## config.mk

```make
export PLATFORM = sky130hd
export DESIGN_NAME = motor_link_frame_receiver_flat
export DESIGN_NICKNAME = d
export VERILOG_FILES = /design/src/sv/mlfr_pkg.sv /design/src/sv/mlfr_if.sv /design/src/sv/motor_link_frame_receiver.sv /design/src/flat_wrapper.sv
export SDC_FILE = /design/constraint.sdc
export NUM_CORES = 1
export LEC_CHECK = 0
export BUFFER_PORTS_ARGS = -buffer_cell sky130_fd_sc_hd__clkbuf_2
export CORE_MARGIN = 2
export CORE_UTILIZATION = 35
export DETAILED_ROUTE_END_ITERATION = 10
export GPL_TIMING_DRIVEN = 0
export PLACE_DENSITY = 0.57
export SYNTH_ARGS = -nofsm -noshare
export SYNTH_HDL_FRONTEND = slang
export SYNTH_SLANG_ARGS = --single-unit
```

## constraint.sdc

```tcl
create_clock -name clk -period 2.89 [get_ports clk]
set_clock_uncertainty 0.05 [all_clocks]
set_input_delay 0.289 -clock clk [delete_from_list [all_inputs] [get_ports clk]]
set_output_delay 0.289 -clock clk [all_outputs]
set_load 0.1 [all_outputs]
```

## src/sv/mlfr_pkg.sv

```systemverilog
// mlfr_pkg: shared types and constants of the motor link frame receiver
// no dependencies; used by the channel interfaces and the top level

package mlfr_pkg;

  // field widths
  localparam int unsigned ByteW   = 8;
  localparam int unsigned SumW    = 16;
  localparam int unsigned BudgetW = 16;
  localparam int unsigned StatusW = 2;

  // configuration port
  localparam int unsigned CfgDataW = 32;
  localparam int unsigned CfgAddrW = 4;

  // configuration register indexes (byte address / 4)
  typedef enum logic [1:0] {
    REG_EXPECTED_TYPE = 2'd0,
    REG_MAX_PAYLOAD   = 2'd1,
    REG_TIMEOUT_TICKS = 2'd2
  } reg_idx_t;

  // register reset values
  localparam logic [ByteW-1:0]   ExpectedTypeRst = 8'd159;
  localparam logic [ByteW-1:0]   MaxPayloadRst   = 8'd16;
  localparam logic [BudgetW-1:0] TimeoutTicksRst = 16'd30;

  // length byte obfuscation: plen = 0xFF - len - 4
  localparam logic [ByteW-1:0] LenBias = 8'hFB;

  // input item kinds
  typedef enum logic {
    KIND_BYTE = 1'b0,
    KIND_TICK = 1'b1
  } kind_t;

  // frame end status codes
  typedef enum logic [StatusW-1:0] {
    ST_OK       = 2'd0,
    ST_BAD_SUM  = 2'd1,
    ST_TOO_LONG = 2'd2,
    ST_TIMEOUT  = 2'd3
  } status_t;

endpackage

```

## src/sv/mlfr_if.sv

```systemverilog
// mlfr_in_if / mlfr_out_if: valid/ready channels of the frame receiver
// depends on mlfr_pkg for field widths and codes

interface mlfr_in_if;
  import mlfr_pkg::*;

  logic             valid;
  logic             ready;
  logic             kind;
  logic [ByteW-1:0] rx_byte;

  modport source (output valid, output kind, output rx_byte, input ready);
  modport sink   (input valid, input kind, input rx_byte, output ready);
endinterface

interface mlfr_out_if;
  import mlfr_pkg::*;

  logic               valid;
  logic               ready;
  logic               is_end;
  logic [ByteW-1:0]   payload_byte;
  logic [ByteW-1:0]   payload_index;
  logic [StatusW-1:0] status;

  modport source (output valid, output is_end, output payload_byte,
                  output payload_index, output status, input ready);
  modport sink   (input valid, input is_end, input payload_byte,
                  input payload_index, input status, output ready);
endinterface

```

## src/sv/motor_link_frame_receiver.sv

```systemverilog
// motor_link_frame_receiver: hunts for a typed frame, emits payload bytes,
// checks the 16-bit additive checksum and a per-frame tick budget
// depends on mlfr_pkg and the channel interfaces in mlfr_if.sv
//
// output: the result of an accepted transaction is written into the output register
//   and appears there in the cycle after its acceptance
// throughput: one transaction per cycle while the output is not held back; the parser
//   state updates in one step, and the output register frees up in the cycle it is taken
// reset: synchronous active-low rst_n returns the parser to hunting, empties
//   the output register and loads the register defaults

module motor_link_frame_receiver (
  input  logic                          clk,
  input  logic                          rst_n,
  mlfr_in_if.sink                       in_if,
  mlfr_out_if.source                    out_if,
  input  logic                          cfg_psel,
  input  logic                          cfg_penable,
  input  logic                          cfg_pwrite,
  input  logic [mlfr_pkg::CfgAddrW-1:0] cfg_paddr,
  input  logic [mlfr_pkg::CfgDataW-1:0] cfg_pwdata,
  output logic [mlfr_pkg::CfgDataW-1:0] cfg_prdata,
  output logic                          cfg_pready
);
  import mlfr_pkg::*;

  typedef enum logic [2:0] {
    PH_HUNT,
    PH_LEN,
    PH_PAYLOAD,
    PH_CHK_HI,
    PH_CHK_LO
  } phase_t;

  // configuration registers
  logic [ByteW-1:0]   expected_type_r;
  logic [ByteW-1:0]   max_payload_r;
  logic [BudgetW-1:0] timeout_ticks_r;

  // parser state
  phase_t             phase_r, phase_nxt;
  logic [SumW-1:0]    running_sum_r, running_sum_nxt;
  logic [ByteW-1:0]   bytes_left_r, bytes_left_nxt;
  logic [ByteW-1:0]   byte_pos_r, byte_pos_nxt;
  logic [ByteW-1:0]   first_chk_r, first_chk_nxt;
  logic [BudgetW-1:0] budget_left_r, budget_left_nxt;

  // output register
  logic               out_valid_r, out_valid_nxt;
  logic               out_is_end_r, out_is_end_nxt;
  logic [ByteW-1:0]   out_byte_r, out_byte_nxt;
  logic [ByteW-1:0]   out_index_r, out_index_nxt;
  status_t            out_status_r, out_status_nxt;

  logic               in_accept;
  logic               cfg_write;
  reg_idx_t           cfg_idx;
  logic [ByteW-1:0]   rx;
  logic [ByteW-1:0]   plen;
  logic [ByteW-1:0]   bytes_left_dec;

  assign cfg_pready = 1'b1;
  assign cfg_write  = cfg_psel & cfg_penable & cfg_pwrite;
  assign cfg_idx    = reg_idx_t'(cfg_paddr[CfgAddrW-1:2]);

  // register read mux
  always_comb begin
    unique case (cfg_idx)
      REG_EXPECTED_TYPE: cfg_prdata = {{(CfgDataW-ByteW){1'b0}}, expected_type_r};
      REG_MAX_PAYLOAD:   cfg_prdata = {{(CfgDataW-ByteW){1'b0}}, max_payload_r};
      REG_TIMEOUT_TICKS: cfg_prdata = {{(CfgDataW-BudgetW){1'b0}}, timeout_ticks_r};
      default:           cfg_prdata = '0;
    endcase
  end

  // register writes; unknown addresses are ignored
  always_ff @(posedge clk) begin
    if (!rst_n) begin
      expected_type_r <= ExpectedTypeRst;
      max_payload_r   <= MaxPayloadRst;
      timeout_ticks_r <= TimeoutTicksRst;
    end else if (cfg_write) begin
      unique case (cfg_idx)
        REG_EXPECTED_TYPE: expected_type_r <= cfg_pwdata[ByteW-1:0];
        REG_MAX_PAYLOAD:   max_payload_r   <= cfg_pwdata[ByteW-1:0];
        REG_TIMEOUT_TICKS: timeout_ticks_r <= cfg_pwdata[BudgetW-1:0];
        default: ;
      endcase
    end
  end

  // take a new transaction whenever the output register is free or draining
  assign in_if.ready = ~out_valid_r | out_if.ready;
  assign in_accept   = in_if.valid & in_if.ready;

  assign rx             = in_if.rx_byte;
  assign plen           = LenBias - rx;
  assign bytes_left_dec = bytes_left_r - 8'd1;

  // parser next state and result
  always_comb begin
    phase_nxt       = phase_r;
    running_sum_nxt = running_sum_r;
    bytes_left_nxt  = bytes_left_r;
    byte_pos_nxt    = byte_pos_r;
    first_chk_nxt   = first_chk_r;
    budget_left_nxt = budget_left_r;

    // a taken result empties the register unless replaced below
    out_valid_nxt  = out_valid_r & ~out_if.ready;
    out_is_end_nxt = out_is_end_r;
    out_byte_nxt   = out_byte_r;
    out_index_nxt  = out_index_r;
    out_status_nxt = out_status_r;

    if (in_accept) begin
      if (kind_t'(in_if.kind) == KIND_TICK) begin
        // ticks spend the budget only inside a frame
        if (phase_r != PH_HUNT) begin
          if (budget_left_r <= BudgetW'(1)) begin
            budget_left_nxt = '0;
            phase_nxt       = PH_HUNT;
            out_valid_nxt   = 1'b1;
            out_is_end_nxt  = 1'b1;
            out_byte_nxt    = '0;
            out_index_nxt   = byte_pos_r;
            out_status_nxt  = ST_TIMEOUT;
          end else begin
            budget_left_nxt = budget_left_r - BudgetW'(1);
          end
        end
      end else begin
        unique case (phase_r)
          PH_LEN: begin
            running_sum_nxt = running_sum_r + {{(SumW-ByteW){1'b0}}, rx};
            byte_pos_nxt    = '0;
            if (plen > max_payload_r) begin
              phase_nxt      = PH_HUNT;
              out_valid_nxt  = 1'b1;
              out_is_end_nxt = 1'b1;
              out_byte_nxt   = '0;
              out_index_nxt  = '0;
              out_status_nxt = ST_TOO_LONG;
            end else begin
              bytes_left_nxt = plen;
              phase_nxt      = (plen != '0) ? PH_PAYLOAD : PH_CHK_HI;
            end
          end
          PH_PAYLOAD: begin
            running_sum_nxt = running_sum_r + {{(SumW-ByteW){1'b0}}, rx};
            byte_pos_nxt    = byte_pos_r + 8'd1;
            bytes_left_nxt  = bytes_left_dec;
            if (bytes_left_dec == '0) begin
              phase_nxt = PH_CHK_HI;
            end
            out_valid_nxt  = 1'b1;
            out_is_end_nxt = 1'b0;
            out_byte_nxt   = rx;
            out_index_nxt  = byte_pos_r;
            out_status_nxt = ST_OK;
          end
          PH_CHK_HI: begin
            first_chk_nxt = rx;
            phase_nxt     = PH_CHK_LO;
          end
          PH_CHK_LO: begin
            phase_nxt      = PH_HUNT;
            out_valid_nxt  = 1'b1;
            out_is_end_nxt = 1'b1;
            out_byte_nxt   = '0;
            out_index_nxt  = byte_pos_r;
            out_status_nxt = ((first_chk_r == running_sum_r[SumW-1:ByteW]) &&
                              (rx == running_sum_r[ByteW-1:0])) ? ST_OK : ST_BAD_SUM;
          end
          default: begin
            // hunting: a matching type byte opens a frame
            if (rx == expected_type_r) begin
              running_sum_nxt = {{(SumW-ByteW){1'b0}}, rx};
              budget_left_nxt = timeout_ticks_r;
              bytes_left_nxt  = '0;
              byte_pos_nxt    = '0;
              phase_nxt       = PH_LEN;
            end else begin
              phase_nxt = PH_HUNT;
            end
          end
        endcase
      end
    end
  end

  // state and output register
  always_ff @(posedge clk) begin
    if (!rst_n) begin
      phase_r       <= PH_HUNT;
      running_sum_r <= '0;
      bytes_left_r  <= '0;
      byte_pos_r    <= '0;
      first_chk_r   <= '0;
      budget_left_r <= '0;
      out_valid_r   <= 1'b0;
    end else begin
      phase_r       <= phase_nxt;
      running_sum_r <= running_sum_nxt;
      bytes_left_r  <= bytes_left_nxt;
      byte_pos_r    <= byte_pos_nxt;
      first_chk_r   <= first_chk_nxt;
      budget_left_r <= budget_left_nxt;
      out_valid_r   <= out_valid_nxt;
    end
    out_is_end_r <= out_is_end_nxt;
    out_byte_r   <= out_byte_nxt;
    out_index_r  <= out_index_nxt;
    out_status_r <= out_status_nxt;
  end

  assign out_if.valid         = out_valid_r;
  assign out_if.is_end        = out_is_end_r;
  assign out_if.payload_byte  = out_byte_r;
  assign out_if.payload_index = out_index_r;
  assign out_if.status        = out_status_r;

endmodule
```

## src/flat_wrapper.sv

```systemverilog
// flat-port wrapper written by rule: the top's interface ports become plain ports
module motor_link_frame_receiver_flat import mlfr_pkg::*;
  (clk, rst_n, cfg_psel, cfg_penable, cfg_pwrite, cfg_paddr, cfg_pwdata, cfg_prdata, cfg_pready, in_if_valid, in_if_kind, in_if_rx_byte, in_if_ready, out_if_valid, out_if_is_end, out_if_payload_byte, out_if_payload_index, out_if_status, out_if_ready);
  mlfr_in_if in_if_i ();
  mlfr_out_if out_if_i ();
  input  logic clk;
  input  logic rst_n;
  input  logic cfg_psel;
  input  logic cfg_penable;
  input  logic cfg_pwrite;
  input  logic [mlfr_pkg::CfgAddrW-1:0] cfg_paddr;
  input  logic [mlfr_pkg::CfgDataW-1:0] cfg_pwdata;
  output logic [mlfr_pkg::CfgDataW-1:0] cfg_prdata;
  output logic cfg_pready;
  input wire logic [$bits(in_if_i.valid)-1:0] in_if_valid;
  input wire logic [$bits(in_if_i.kind)-1:0] in_if_kind;
  input wire logic [$bits(in_if_i.rx_byte)-1:0] in_if_rx_byte;
  output wire logic [$bits(in_if_i.ready)-1:0] in_if_ready;
  output wire logic [$bits(out_if_i.valid)-1:0] out_if_valid;
  output wire logic [$bits(out_if_i.is_end)-1:0] out_if_is_end;
  output wire logic [$bits(out_if_i.payload_byte)-1:0] out_if_payload_byte;
  output wire logic [$bits(out_if_i.payload_index)-1:0] out_if_payload_index;
  output wire logic [$bits(out_if_i.status)-1:0] out_if_status;
  input wire logic [$bits(out_if_i.ready)-1:0] out_if_ready;
  assign in_if_i.valid = in_if_valid;
  assign in_if_i.kind = in_if_kind;
  assign in_if_i.rx_byte = in_if_rx_byte;
  assign in_if_ready = in_if_i.ready;
  assign out_if_valid = out_if_i.valid;
  assign out_if_is_end = out_if_i.is_end;
  assign out_if_payload_byte = out_if_i.payload_byte;
  assign out_if_payload_index = out_if_i.payload_index;
  assign out_if_status = out_if_i.status;
  assign out_if_i.ready = out_if_ready;
  motor_link_frame_receiver u_core (.clk(clk), .rst_n(rst_n), .in_if(in_if_i), .out_if(out_if_i), .cfg_psel(cfg_psel), .cfg_penable(cfg_penable), .cfg_pwrite(cfg_pwrite), .cfg_paddr(cfg_paddr), .cfg_pwdata(cfg_pwdata), .cfg_prdata(cfg_prdata), .cfg_pready(cfg_pready));
endmodule
```

Yosys cells after proc, flatten, opt, wreduce, memory -nomap -nowiden

Index checks and enable logic that the tools add are counted.

Add/sub/neg operators: 5
Multiply operators: 0
Divide/modulo/power cells: 0
$lt $le $gt $ge: 2
Equality and inequality tests: 15
Shifts and indexed selects: 0
Mux-type cells: 46
Bitwise gates (word level): 9
Reduce and logical (&&, ||, !) cells: 25

Operator list:

| cell                                                                   | number |
|---|---|
| 16-bit two-way mux                                                     | 6 |
| 8-bit two-way mux                                                      | 9 |
| 8-bit case mux with 3 select lines                                     | 3 |
| 16-bit case mux with 3 select lines                                    | 1 |
| 16-bit case mux with 2 select lines                                    | 1 |
| 8-bit equality test                                                    | 3 |
| 16-bit by 8-bit adder with 16-bit output                               | 1 |
| 16-bit by 1-bit <= comparator with 1-bit output, second input constant | 1 |
| 8-bit case mux with 2 select lines                                     | 1 |
| 4-bit AND reduction                                                    | 4 |
| 16-bit by 1-bit subtractor with 16-bit output, second input constant   | 1 |
| 3-bit two-way mux                                                      | 5 |
| 5-bit AND reduction                                                    | 3 |
| 1-bit two-way mux                                                      | 12 |
| 3-bit case mux with 4 select lines                                     | 1 |
| 3-bit nonzero test                                                     | 3 |
| 8-bit by 1-bit adder with 8-bit output, second input constant          | 1 |
| 8-bit greater-than comparator                                          | 1 |
| 8-bit logical NOT                                                      | 1 |
| 2-bit two-way mux                                                      | 4 |
| 8-bit nonzero test                                                     | 1 |
| 8-bit by 1-bit subtractor with 8-bit output, second input constant     | 1 |
| 8-bit subtractor, first input constant                                 | 1 |
| 3-bit by 2-bit equality test with 1-bit output, second input constant  | 2 |
| other kinds (21)                                                       | 35 |

Flip-flop bits (word level): 111
Bits in latches: 0
Memory bits (writable): 0
Memory bits (read-only): 0
Output and inout bits: 54
Logic and storage cells: 116
Memories: 0

Depth between registers and ports, before layout

Gate-level depths: netlist of run 1.

Depth in word-level cells: 6
Gate-level depth with buffers: 12
Gate-level depth less buffers: 10

Worst setup path before layout of run 1

OpenSTA, ideal clock, no wires.

Path kind: input -> output
Start point: input cfg_paddr[2] (netlist bit)
End point: output cfg_prdata[6] (netlist bit)
Arrival time: 3226 ps
Required time: 2551 ps
Path slack: -675 ps
Cell stages on the path: 4
Path through: clkbuf_1 clkbuf_1 mux2i_1 o21ai_0

Cells in the longest elaborated chain, start to end: 2
Elaborated cells between the ends (all ways): 4
Those cells by class: 2 x eq/ne; 1 x mux; 1 x reduce/logical

RTL lines:

| what                                              | RTL line                        | RTL |
|---|---|---|
| from (decl)                                       | flat_wrapper.sv:11              | `input logic [mlfr_pkg::CfgAddrW-1:0] cfg_paddr;` |
| 2-bit equality test, or another cell as far along | motor_link_frame_receiver.sv:68 | `unique case (cfg_idx)` |
| 16-bit case mux with 3 select lines *             | motor_link_frame_receiver.sv:68 |  |
| to (decl)                                         | flat_wrapper.sv:13              | `output logic [mlfr_pkg::CfgDataW-1:0] cfg_prdata;` |

Mark *: on every way between the ends. The rest lies on a longest branch, timed or not.

Worst setup path in the final report of run 1

Start point: input in_if_rx_byte[3]
End point: register u_core.bytes_left_r[7]

Cells in the longest elaborated chain, start to end: 4
Elaborated cells between the ends (all ways): 8
Those cells by class: 1 x add/sub; 1 x order compare; 2 x eq/ne; 2 x mux; 2 x reduce/logical

RTL lines:

| what                                   | RTL line                         | RTL |
|---|---|---|
| from (decl)                            | flat_wrapper.sv:17               | `input wire logic [$bits(in_if_i.rx_byte)-1:0] in_if_rx_byte;` |
| 8-bit subtractor                       | motor_link_frame_receiver.sv:97  | `assign plen = LenBias - rx;` |
| 8-bit greater-than comparator          | motor_link_frame_receiver.sv:137 | `if (plen > max_payload_r) begin` |
| 2-bit inequality test (no source line) | --                               |  |
| 5-bit AND reduction (no source line)   | --                               |  |
| to (signal assigned)                   | motor_link_frame_receiver.sv:205 | `bytes_left_r <= bytes_left_nxt;` |
| to (decl)                              | motor_link_frame_receiver.sv:43  | `logic [ByteW-1:0] bytes_left_r, bytes_left_nxt;` |

Several ways; a longest one is shown, not always the timed one. The select of a mux whose other input is x is not followed.
A chain may end at the register's enable or synchronous reset.

==> key figures, run 1 <==
Outcome
  – Status: finished, final reports clean

Detailed routing
  – Residual DRC count: 0
  – Via density: around 5.3
  – First-iteration detailed-routing DRC count: 318
  – Antenna-violating nets left: 0
  – WL/cell: approximately 17 µm
  – Total wire length: 18.6 mm
  – Pre-antenna DRT Iters: 5
  – Via Count: 5,807

Clock network
  – Clock sinks: 111
  – Max H-tree Level: 3
  – Worst-Skew Late Latency: 370 ps
  – CTS Buf Count: 9
  – Clk root buf: clkbuf_16
  – CTS clk-pin slew, worst paths: 80 ps
  – Clock tree buffer depth: 2
  – CTS tree: built
  – Number of hold buffers added after CTS: 0

Logic synthesis
  – Mapped Cells: 777
  – Register area share after synthesis: 0.370
  – Yosys reg bits: 111
  – Count of flip-flops with a built-in enable after synthesis: 19
  – Predominant post-synthesis flop cell: dfxtp_1
  – FFs w/ async S/R, synth: 0
  – Avg Cell Area, Syn: roughly 8.4 µm²
  – Syn. warnings: 0
  – Mapped cell area: 6520 µm²
  – Yosys cell types: around 70

Power
  – Logic pwr share: 0.148
  – Power Density: roughly 450 nW/µm²
  – Int Power: 0.00235 W
  – Switching Power: 0.00104 W
  – Flop pwr share: 0.470
  – Switching Share: 0.307
  – Clock power frac: 0.382
  – Pleak: 3.03 nW
  – Worst vdd ir: 285 µV

STA
  – Slew @ Worst Pin: 891 ps
  – # setup viols final: 0
  – Final Cycle Share: 0.944
  – Final hold violations: 0
  – F_max: 367 MHz
  – Final Max Tran Viols: 0
  – Fin Hold WS: 74.5 ps
  – Rel. slew slack: 0.404
  – Crit path time final: 2730 ps
  – RSZ-0062 raised after global routing: false

Critical path
  – Worst EP required: roughly 3100 ps
  – Top fanout value on the critical path: 9
  – CP Class: input pin to flip-flop
  – Nature of the critical path endpoint: flip-flop
  – WP data arrival: 2960 ps
  – Startpoint Class: input pin

Global route
  – Initial antenna violation count: 0
  – GRT overflow: 0
  – First-pass GRT wire length: 29.9 mm
  – Grt peak-use layer: met2
  – Vias in the first global route: 5,524
  – Tot GR Track Use: 0.192
  – Met3 Usage GRT: 0.0390
  – Largest net degree at the start of global routing: 20
  – Grt met2 use: 0.305
  – Met1 usage: 0.269

Placement
  – GPL Wtd Cong: 0.919
  – Post-DP HPWL: 13.7 mm
  – Placed cell area: just over 7000 µm²
  – Port-buffer cells: approximately 70

Floorplanning
  – Number of cell rows: 49
  – Chip height: 140 µm
  – Core area: roughly 18,000 µm²
  – Num ports: between 100 and 150
  – Die area: about 20,000 µm²
  – DIE WIDTH: 140 µm
  – Initial cell density of the core: 0.360

Hold path
  – Worst hold path class: input pin to flip-flop

Cells and area
  – FF/Latch Area: 2410 µm²
  – Fillers: roughly 1,900
  – Commonest non-fill, non-tap cell in the layout: nand2_1
  – Fraction of layout cells with a size suffix above 1: 0.172
  – Layout area overhead: 15.6%
  – Ant. Diodes: 0
  – Nets: 948
  – Most frequent cells in the layout: nand2_1 (99), dfxtp_1 (91), clkbuf_2 (68), a21oi_1 (65), nor2_1 (56)
  – Multi-input logic area: roughly 3700 µm²
  – Post-route cell area: 7530 µm²

Flow run
  – Max-Cap Viols: 0
==> critical path, stage by stage <==
cell       delay, ps
clkbuf_2         220
ha_1             280
xnor2_1          470
ha_1             360
and4_1           180
nor3_1           200
o2bb2ai_2        190
nor3_4           110
or2_1            210
buf_2            180
a211oi_1         260
==> stage by stage <==
| stage | util | std cells | worst slack (ps) | power [W] | setup TNS [ps] |
|---|---|---|---|---|---|
| 2_1_floorplan | - | 792 | 76.7 | 0.00200 | 0 |
| 3_3_place_gp | 0.398 | 1090 | -633 | 0.00212 | -13890 |
| 3_5_place_dp | 0.398 | 1090 | -653 | 0.00212 | -14480 |
| 4_1_cts | 0.415 | 1106 | 26.2 | 0.00341 | 0 |
| 5_1_grt | 0.417 | 1106 | 3.04 | 0.00350 | 0 |
| 6_report | 0.417 | 1106 | 163 | 0.00339 | 0 |
==> cell type report <==
type | instances | area share
buffer | 57 | 0.0430
sequential | 111 | 0.320
inverter | 33 | 0.0164
timing repair buffer | 69 | 0.0462
clock buffer | 10 | 0.0332
tap | 229 | 0.0380
multi-input combinational | 591 | 0.496
clock inverter | 6 | 0.00648
==> final timing paths <==
check / startpoint / to / slack, ps / depth (start not counted)
hold reg to reg: u_core.byte_pos_r[7] / u_core.byte_pos_r[7] / 410 / 1
setup reg to reg: u_core.budget_left_r[6] / u_core.out_if.payload_index[6] / 170 / 4
hold / removal: cfg_pwdata[8] / u_core.timeout_ticks_r[8] / 70 / 3
setup / recovery: in_if_rx_byte[3] / u_core.bytes_left_r[7] / 160 / 11
==> synth_stat cells, types with 5 or more instances <==
library cell	instances	area share
a21o_1	6	0.0069
nand2b_1	5	0.0048
dfxtp_1	92	0.28
or3_1	5	0.0048
edfxtp_1	19	0.088
or4_1	7	0.0081
xor2_1	13	0.017
mux2i_1	18	0.028
inv_1	31	0.018
nor4_1	9	0.0086
o211ai_1	13	0.015
nor3_1	19	0.015
o21ai_0	36	0.028
nor2_1	56	0.032
nor2b_1	9	0.0086
a211oi_1	12	0.014
clkbuf_1	27	0.016
and2_1	17	0.016
ha_1	23	0.044
o31ai_1	11	0.013
buf_4	19	0.022
a21oi_1	65	0.050
buf_2	7	0.0054
nand4_1	11	0.011
nand3_1	29	0.022
xnor2_1	15	0.020
o32ai_1	5	0.0067
or2_2	5	0.0048
a31oi_1	7	0.0067
nand2_1	99	0.057
nor3b_1	6	0.0069
and3_1	11	0.011
==> logic make-up after synthesis <==
family	count (synthesis)	share of synthesized area
DFF	111	0.370
xor gates and xnor gates	33	0.0536
other	2	0.00115
adders and majority gates	24	0.0472
AOI/OAI and AO/OA	195	0.193
and+or+nand+nor	304	0.239
muxes	18	0.0276
buffers and inverters	90	0.0687
==> routing by layer <==
metal  share of wire  vias to the layer above  wire, µm
met5               0                        -         0
met4           0.012                        0       227
met3           0.059                       20      1100
met2            0.45                      167      8320
met1            0.48                     2674      8940
li1                -                     2946         -
==> sequential cells by signal, indices dropped and copies added, names as in the netlist <==
signal                       count
u_core.out_if.payload_index      8
u_core.running_sum_r            16
u_core.out_if.payload_byte       8
u_core.phase_r                   3
u_core.max_payload_r             8
u_core.out_if.valid              1
u_core.out_if.is_end             1
u_core.timeout_ticks_r          16
u_core.budget_left_r            16
u_core.first_chk_r               8
u_core.byte_pos_r                8
u_core.out_if.status             2
u_core.bytes_left_r              8
u_core.expected_type_r           8
==> power by group through the flow <==
| stage | Clock (W) | Combinational [W] | Sequential [W] |
|---|---|---|---|
| final | 0.00129 | 0.000502 | 0.00159 |
| after global routing | 0.00138 | 0.000533 | 0.00159 |
| after CTS | 0.00132 | 0.000496 | 0.00159 |
| after detailed placement | 0 | 0.000494 | 0.00163 |
| after global placement | 0 | 0.000495 | 0.00163 |
| after floorplan | 0 | 0.000329 | 0.00167 |
==> what timing repair did <==
item,CTS,global route
buffers inserted,0,0
pin swaps,0,0
cloned,0,0
resized for setup,3,6
endpoints found under the setup margin,27,20
endpoints found under the hold margin,0,0
Power figures use the tool's default switching activity.
==> run 2, diff against run 1 <==
--- a/config.mk
+++ b/config.mk
@@ -5,6 +5,7 @@
 export SDC_FILE = /design/constraint.sdc
 export NUM_CORES = 1
 export LEC_CHECK = 0
+export ABC_AREA = 1
 export BUFFER_PORTS_ARGS = -buffer_cell sky130_fd_sc_hd__clkbuf_2
 export CORE_MARGIN = 2
 export CORE_UTILIZATION = 35
==> run 2 against run 1 <==
Routed wire length down 2.7%. Count of clock-buffer cells in the layout unchanged. Largest cell class unchanged. Flip-flop and latch count did not move. Non-clock buffer count is 11 lower. First-iteration DRC count down 3.5%. Register-to-register slack improved by 460 ps. Synthesized cell count grew 19%. Worst hold slack improved by 53 ps. Sequential share of layout area up 0.26 points. Critical path type unchanged. Global-route usage fell by 0.28 points.
==> key figures, run 2 <==
Outcome
  – Status: finished, final reports clean (unchanged)

Logic synthesis
  – Compound-Gate Fraction of Synth Area: 0.161 (was 0.193)
  – Adder-Cell Fraction of Synth Area: 0.0474 (was 0.0472)
  – Area leader, netlist: dfxtp_1 (unchanged)
  – Register area share after synthesis: 0.371 (was 0.370)
  – Post-synth top cells: nand2_1 (184), nor2_1 (126), inv_1 (106) (was nand2_1 (99), dfxtp_1 (92), a21oi_1 (65))
  – Avg Cell Area, Syn: 7.04 µm² (was 8.39 µm²)
  – Yosys reg bits: 111 (unchanged)
  – Predominant post-synthesis flop cell: dfxtp_1 (unchanged)
  – FFs w/ async S/R, synth: 0 (unchanged)
  – Post-Synth Simple-Gate Area: 0.267 (was 0.239)
  – Yosys cell types: 47 (was 71)
  – Largest family of logic cells by synthesized area: simple AND/OR/NAND/NOR gates (unchanged)
  – Count leader, synth: nand2_1 (unchanged)
  – Syn. warnings: 0 (unchanged)
  – Mapped Cells: 923 (was 777)
  – Post-synthesis mux area share: 0 (was 0.0276)
  – Area fraction of the dominant cell type after synthesis: 0.283 (about the same)
  – Top post-synthesis cells by area: dfxtp_1 (28%), nand2_1 (11%), edfxtp_1 (8.8%) (was dfxtp_1 (28%), edfxtp_1 (8.8%), nand2_1 (5.7%))
  – Mapped cell area: 6500 µm² (was 6520 µm²)
  – Post-synthesis xor/xnor area fraction: 0.0404 (was 0.0536)
  – Count of flip-flops with a built-in enable after synthesis: 19 (unchanged)

Global route
  – Initial antenna violation count: 0 (unchanged)
  – First-pass GRT wire length: 29.7 mm (was 29.9 mm)
  – Vias in the first global route: 5,807 (was 5,524)
  – Tot GR Track Use: 0.190 (was 0.192)
  – Largest net degree at the start of global routing: 20 (unchanged)
  – GRT overflow: 0 (unchanged)

Critical path
  – CP Class: input pin to flip-flop (unchanged)
  – R2R depth: 10 (was 4)
  – Flop-to-flop setup slack: 630 ps (was 170 ps)
  – Worst r2r src: u_core.max_payload_r[7] (was u_core.budget_left_r[6])
  – WP data arrival: 2640 ps (was 2960 ps)
  – Top fanout value on the critical path: 8 (was 9)
  – R2r endpoint: u_core.out_if.payload_index[0] (was u_core.out_if.payload_index[6])
  – Startpoint Class: input pin (unchanged)
  – Worst EP required: 2870 ps (was 3120 ps)
  – Nature of the critical path endpoint: flip-flop (unchanged)

Placement
  – Dpl cells: 1,236 (was 1,090)
  – Port-buffer cells: 69 (unchanged)
  – GPL Wtd Cong: 0.872 (was 0.919)
  – Post-DP HPWL: 14.0 mm (was 13.7 mm)
  – Dpl ws: -303 ps (was -653 ps)
  – Placed cell area: 7190 µm² (was 7210 µm²)

Clock network
  – Max H-tree Level: 3 (unchanged)
  – Clock sinks: 111 (unchanged)
  – Number of hold buffers added after CTS: 0 (unchanged)
  – Worst-Skew Late Latency: 360 ps (was 370 ps)
  – Clk root buf: clkbuf_16 (unchanged)
  – CTS Buf Count: 9 (unchanged)
  – CTS clk-pin slew, worst paths: 80 ps (about the same)
  – Clock tree buffer depth: 2 (unchanged)
  – CTS tree: built (unchanged)

STA
  – Final Cycle Share: 0.921 (was 0.944)
  – F_max: 376 MHz (was 367 MHz)
  – Rel. slew slack: 0.586 (was 0.404)
  – Final hold violations: 0 (unchanged)
  – Crit path time final: 2660 ps (was 2730 ps)
  – Final Max Tran Viols: 0 (unchanged)
  – Final Worst Setup Slack: 229 ps (was 163 ps)
  – Slew @ Worst Pin: 621 ps (was 891 ps)
  – Fin Hold WS: 128 ps (was 74.5 ps)
  – # setup viols final: 0 (unchanged)
  – RSZ-0062 raised after global routing: false (unchanged)

Floorplanning
  – Core area: 18,100 µm² (unchanged)
  – Num ports: 106 (unchanged)
  – DIE WIDTH: 140 µm (about the same)
  – Number of cell rows: 49 (unchanged)
  – Die area: 19,700 µm² (about the same)
  – Chip height: 140 µm (about the same)
  – Initial cell density of the core: 0.359 (was 0.360)

Cells and area
  – Multi-input logic area: 3420 µm² (was 3740 µm²)
  – Layout area overhead: 15.0% (was 15.6%)
  – Fin util: 0.413 (was 0.417)
  – Ant. Diodes: 0 (unchanged)
  – Largest regs: u_core.budget_left_r (16), u_core.running_sum_r (16), u_core.timeout_ticks_r (16) (unchanged)
  – Most frequent cells in the layout: nand2_1 (184), nor2_1 (126), inv_1 (105), dfxtp_1 (92), a21oi_1 (73) (was nand2_1 (99), dfxtp_1 (91), clkbuf_2 (68), a21oi_1 (65), nor2_1 (56))
  – Post-route cell area: 7470 µm² (was 7530 µm²)
  – Fillers: 1,937 (was 1,873)
  – Nets: 1,094 (was 948)
  – Commonest non-fill, non-tap cell in the layout: nand2_1 (unchanged)
  – Final cell count without fillers: 1,252 (was 1,106)
  – FF/Latch Area: 2410 µm² (about the same)
  – Fraction of layout cells with a size suffix above 1: 0.144 (was 0.172)

Detailed routing
  – Antenna-violating nets left: 0 (unchanged)
  – WL/cell: 14.4 µm (was 16.8 µm)
  – Via Count: 6,073 (was 5,807)
  – Pre-antenna DRT Iters: 5 (unchanged)
  – Residual DRC count: 0 (unchanged)
  – Total wire length: 18.1 mm (was 18.6 mm)
  – Via density: 4.85 (was 5.25)
  – First-iteration detailed-routing DRC count: 307 (was 318)

Hold path
  – Hold Path Stages: 3 (unchanged)
  – Hold Crit Start: cfg_pwdata[4] (was cfg_pwdata[8])
  – Worst Hold Path EP: u_core.expected_type_r[4] (was u_core.timeout_ticks_r[8])
  – Worst hold path class: input pin to flip-flop (unchanged)

Power
  – Power Density: 466 nW/µm² (was 449 nW/µm²)
  – Pleak: 3.40 nW (was 3.03 nW)
  – Worst vdd ir: 293 µV (was 285 µV)

Flow run
  – Max-Cap Viols: 0 (unchanged)
[run 2: repair_timing]
item                                    CTS  global route
gates resized for setup                   0             1
endpoints found under the setup margin    0            11
buffers inserted                          0             0
[run 2: per-stage QoR]
stage               total power (W)  setup TNS (ps)
floorplan                   0.00216               0
global route                0.00363               0
CTS                         0.00352               0
global placement            0.00230           -4330
detailed placement          0.00230           -4910
finish                      0.00348               0
[run 2: worst max path at each step]
stage,start,cells after the start,slack [ps],end
after detailed placement,in_if_rx_byte[2],15,-300,u_core.out_if.is_end
after floorplan,cfg_paddr[3],5,210,cfg_prdata[6]
after global placement,in_if_rx_byte[2],15,-290,u_core.out_if.is_end
after CTS,in_if_rx_byte[2],15,80,u_core.out_if.payload_byte[4]
final,in_if_rx_byte[2],15,230,u_core.out_if.payload_index[0]
after global routing,in_if_rx_byte[2],15,30,u_core.out_if.payload_index[2]
[run 2: final cells by class]
cell class	instances	area share
Multi-Input combinational cell	664	0.457
Sequential cell	111	0.323
Inverter	117	0.0595
Timing Repair Buffer	69	0.0462
Tap cell	229	0.0384
Buffer	46	0.0377
Clock buffer	10	0.0307
Clock inverter	6	0.00737
[run 2: per-layer routing]
layer  track usage  up-vias  wire [µm]
li1              -     3183          -
met1         0.249     2733       8450
met2         0.322      138       8500
met3        0.0328       19        852
met4        0.0505        0        284
met5             0        -          0
[run 2: report_power, final]
| group | leakage (nW) | total, W | switching [W] | internal, W |
|---|---|---|---|---|
| clock network | 0.139 | 0.00121 | 0.000612 | 0.000600 |
| registers | 0.919 | 0.00162 | 0.0000221 | 0.00160 |
| logic | 2.34 | 0.000646 | 0.000480 | 0.000166 |
| total | 3.40 | 0.00348 | 0.00111 | 0.00236 |
[run 2: cells by family after synthesis]
kind of cell	after synthesis
adders and majority gates	24
xor gates and xnor gates	30
and+or+nand+nor	404
buffers and inverters	163
other	2
DFF	111
AOI/OAI and AO/OA	189
[run 2: critical path, stage by stage]
cell and delay [ps]:
clkbuf_2 150, buf_2 210, inv_1 140, ha_1 380, ha_1 320, nand2_1 50
inv_1 60, nand2_1 50, nand2_1 50, nand2_1 40, nand2_1 50, nand2_1 120
nor2_1 240, o21ai_1 170, inv_1 310
==> run 3, diff against run 2 <==
--- a/config.mk
+++ b/config.mk
@@ -7,6 +7,7 @@
 export LEC_CHECK = 0
 export ABC_AREA = 1
 export BUFFER_PORTS_ARGS = -buffer_cell sky130_fd_sc_hd__clkbuf_2
+export CORE_ASPECT_RATIO = 1.1
 export CORE_MARGIN = 2
 export CORE_UTILIZATION = 35
 export DETAILED_ROUTE_END_ITERATION = 10
==> run 3 against run 2 <==
Routed wire length grew 1.8%. Clock power grew 7%. Maximum frequency rose by 0.92%. Sequential share of layout area is 0.14 points lower. First-iteration DRC count grew 15%. Critical path depth stayed put. Die area hardly changed. Cell area rose by 0.44%. Critical path type unchanged.
==> key figures, run 3 (synthesis results as in run 2) <==
Clock network
  – CTS tree: built (unchanged)
  – Postcts setup bufs: 0 (unchanged)
  – Max H-tree Level: 3 (unchanged)
  – Number of hold buffers added after CTS: 0 (unchanged)
  – Clock tree buffer depth: 2 (unchanged)
  – CTS Buf Count: 9 (unchanged)
  – Clock sinks: 111 (unchanged)
  – Worst-Skew Late Latency: 370 ps (was 360 ps)
  – CTS clk-pin slew, worst paths: 70 ps (was 80 ps)
  – Clk root buf: clkbuf_16 (unchanged)

Placement
  – Port-buffer cells: 69 (unchanged)
  – Dpl ws: -247 ps (was -303 ps)
  – Post-DP HPWL: 14.1 mm (was 14.0 mm)
  – Placed cell area: 7200 µm² (was 7190 µm²)
  – GPL Wtd Cong: 0.875 (was 0.872)

Hold path
  – Worst hold path class: input pin to flip-flop (unchanged)

Detailed routing
  – Residual DRC count: 0 (unchanged)
  – Pre-antenna DRT Iters: 5 (unchanged)
  – Via density: 4.81 (was 4.85)
  – First-iteration detailed-routing DRC count: 353 (was 307)
  – Antenna-violating nets left: 0 (unchanged)
  – Via Count: 6,094 (was 6,073)
  – Total wire length: 18.4 mm (was 18.1 mm)
  – WL/cell: 14.5 µm (was 14.4 µm)

Critical path
  – Nature of the critical path endpoint: flip-flop (unchanged)
  – Startpoint Class: input pin (unchanged)
  – Worst EP required: 2870 ps (about the same)
  – Top fanout value on the critical path: 8 (unchanged)
  – WP data arrival: 2620 ps (was 2640 ps)
  – CP Class: input pin to flip-flop (unchanged)

Power
  – Power Density: 475 nW/µm² (was 466 nW/µm²)
  – Worst vdd ir: 300 µV (was 293 µV)
  – Pleak: 3.40 nW (about the same)

STA
  – Slew @ Worst Pin: 643 ps (was 621 ps)
  – Final Max Tran Viols: 0 (unchanged)
  – Final Cycle Share: 0.913 (was 0.921)
  – Rel. slew slack: 0.572 (was 0.586)
  – Final Worst Setup Slack: 253 ps (was 229 ps)
  – # setup viols final: 0 (unchanged)
  – F_max: 379 MHz (was 376 MHz)
  – Final hold violations: 0 (unchanged)
  – Crit path time final: 2640 ps (was 2660 ps)
  – RSZ-0062 raised after global routing: false (unchanged)

Floorplanning
  – Die area: 19,700 µm² (about the same)
  – Num ports: 106 (unchanged)
  – Number of cell rows: 52 (was 49)
  – Initial cell density of the core: 0.355 (was 0.359)
  – Chip height: 147 µm (was 140 µm)
  – DIE WIDTH: 134 µm (was 140 µm)
  – Core area: 18,300 µm² (was 18,100 µm²)

Cells and area
  – Fillers: 1,945 (was 1,937)
  – Most frequent cells in the layout: nand2_1 (184), nor2_1 (126), inv_1 (105), dfxtp_1 (92), a21oi_1 (73) (unchanged)
  – Ant. Diodes: 0 (unchanged)
  – Post-route cell area: 7500 µm² (was 7470 µm²)
  – Nets: 1,094 (unchanged)
  – Largest regs: u_core.budget_left_r (16), u_core.running_sum_r (16), u_core.timeout_ticks_r (16) (unchanged)
  – Commonest non-fill, non-tap cell in the layout: nand2_1 (unchanged)
  – Fraction of layout cells with a size suffix above 1: 0.144 (unchanged)
  – Layout area overhead: 15.5% (was 15.0%)

Global route
  – Tot GR Track Use: 0.192 (was 0.190)
  – GRT overflow: 0 (unchanged)
  – Largest net degree at the start of global routing: 19 (was 20)
  – Vias in the first global route: 5,686 (was 5,807)
  – Initial antenna violation count: 0 (unchanged)
  – First-pass GRT wire length: 29.6 mm (was 29.7 mm)

Flow run
  – Max-Cap Viols: 0 (unchanged)

Outcome
  – Status: finished, final reports clean (unchanged)
==> run 3: final timing paths <==
check,to,slack (ps),cells after the start,startpoint
max,u_core.out_if.payload_index[0],250,15,in_if_rx_byte[2]
min,u_core.expected_type_r[0],120,3,cfg_pwdata[0]
max reg2reg,u_core.out_if.payload_index[0],650,10,u_core.max_payload_r[7]
min reg2reg,u_core.timeout_ticks_r[14],430,2,u_core.timeout_ticks_r[14]
==> run 3: through the flow <==
step | cells | hold WS [ps] | TNS [ps] | util | power, W
3_5_place_dp | 1250 | 413 | -3690 | 0.394 | 0.00230
4_1_cts | 1266 | 121 | 0 | 0.410 | 0.00360
6_report | 1266 | 122 | 0 | 0.410 | 0.00357
3_3_place_gp | 1250 | 416 | -3780 | 0.394 | 0.00230
2_1_floorplan | 938 | 365 | 0 | - | 0.00216
5_1_grt | 1266 | 139 | 0 | 0.410 | 0.00372
==> run 3: final cells by class <==
| class | count | area [µm²] | area share |
|---|---|---|---|
| clock inverters | 6 | 70.1 | 0.00934 |
| multi-input cells | 664 | 3420 | 0.455 |
| clock buffers | 10 | 229 | 0.0305 |
| repair buffers | 69 | 345 | 0.0460 |
| flip-flops and latches | 111 | 2410 | 0.322 |
| well taps | 243 | 304 | 0.0405 |
| plain buffers | 46 | 282 | 0.0375 |
| inverters | 117 | 444 | 0.0592 |
==> run 3: layer usage <==
metal	wire [µm]	vias up	global-route usage
met5	0	-	0
met4	428	0	0.0654
met3	776	26	0.0404
met2	8850	124	0.327
met1	8350	2765	0.240
li1	-	3179	-
==> run 3: worst max-delay path, cell delays in order <==
cell      delay, ps
clkbuf_2        150
buf_2           210
inv_1           140
ha_1            370
ha_1            310
nand2_1          50
inv_1            60
nand2_1          50
nand2_1          60
nand2_1          50
nand2_1          50
nand2_1         110
nor2_1          230
o21ai_1         160
inv_1           300
==> run 3: timing repair <==
action | CTS | global route
hold endpoints to repair | 0 | 0
resized for setup | 0 | 1
endpoints found under the setup margin | 0 | 11
==> run 3: power breakdown <==
group	leakage (nW)	total (W)	switching (W)	internal (W)
Clock	0.141	0.00130	0.000619	0.000680
Sequential	0.919	0.00162	0.0000225	0.00160
Combinational	2.34	0.000647	0.000481	0.000166
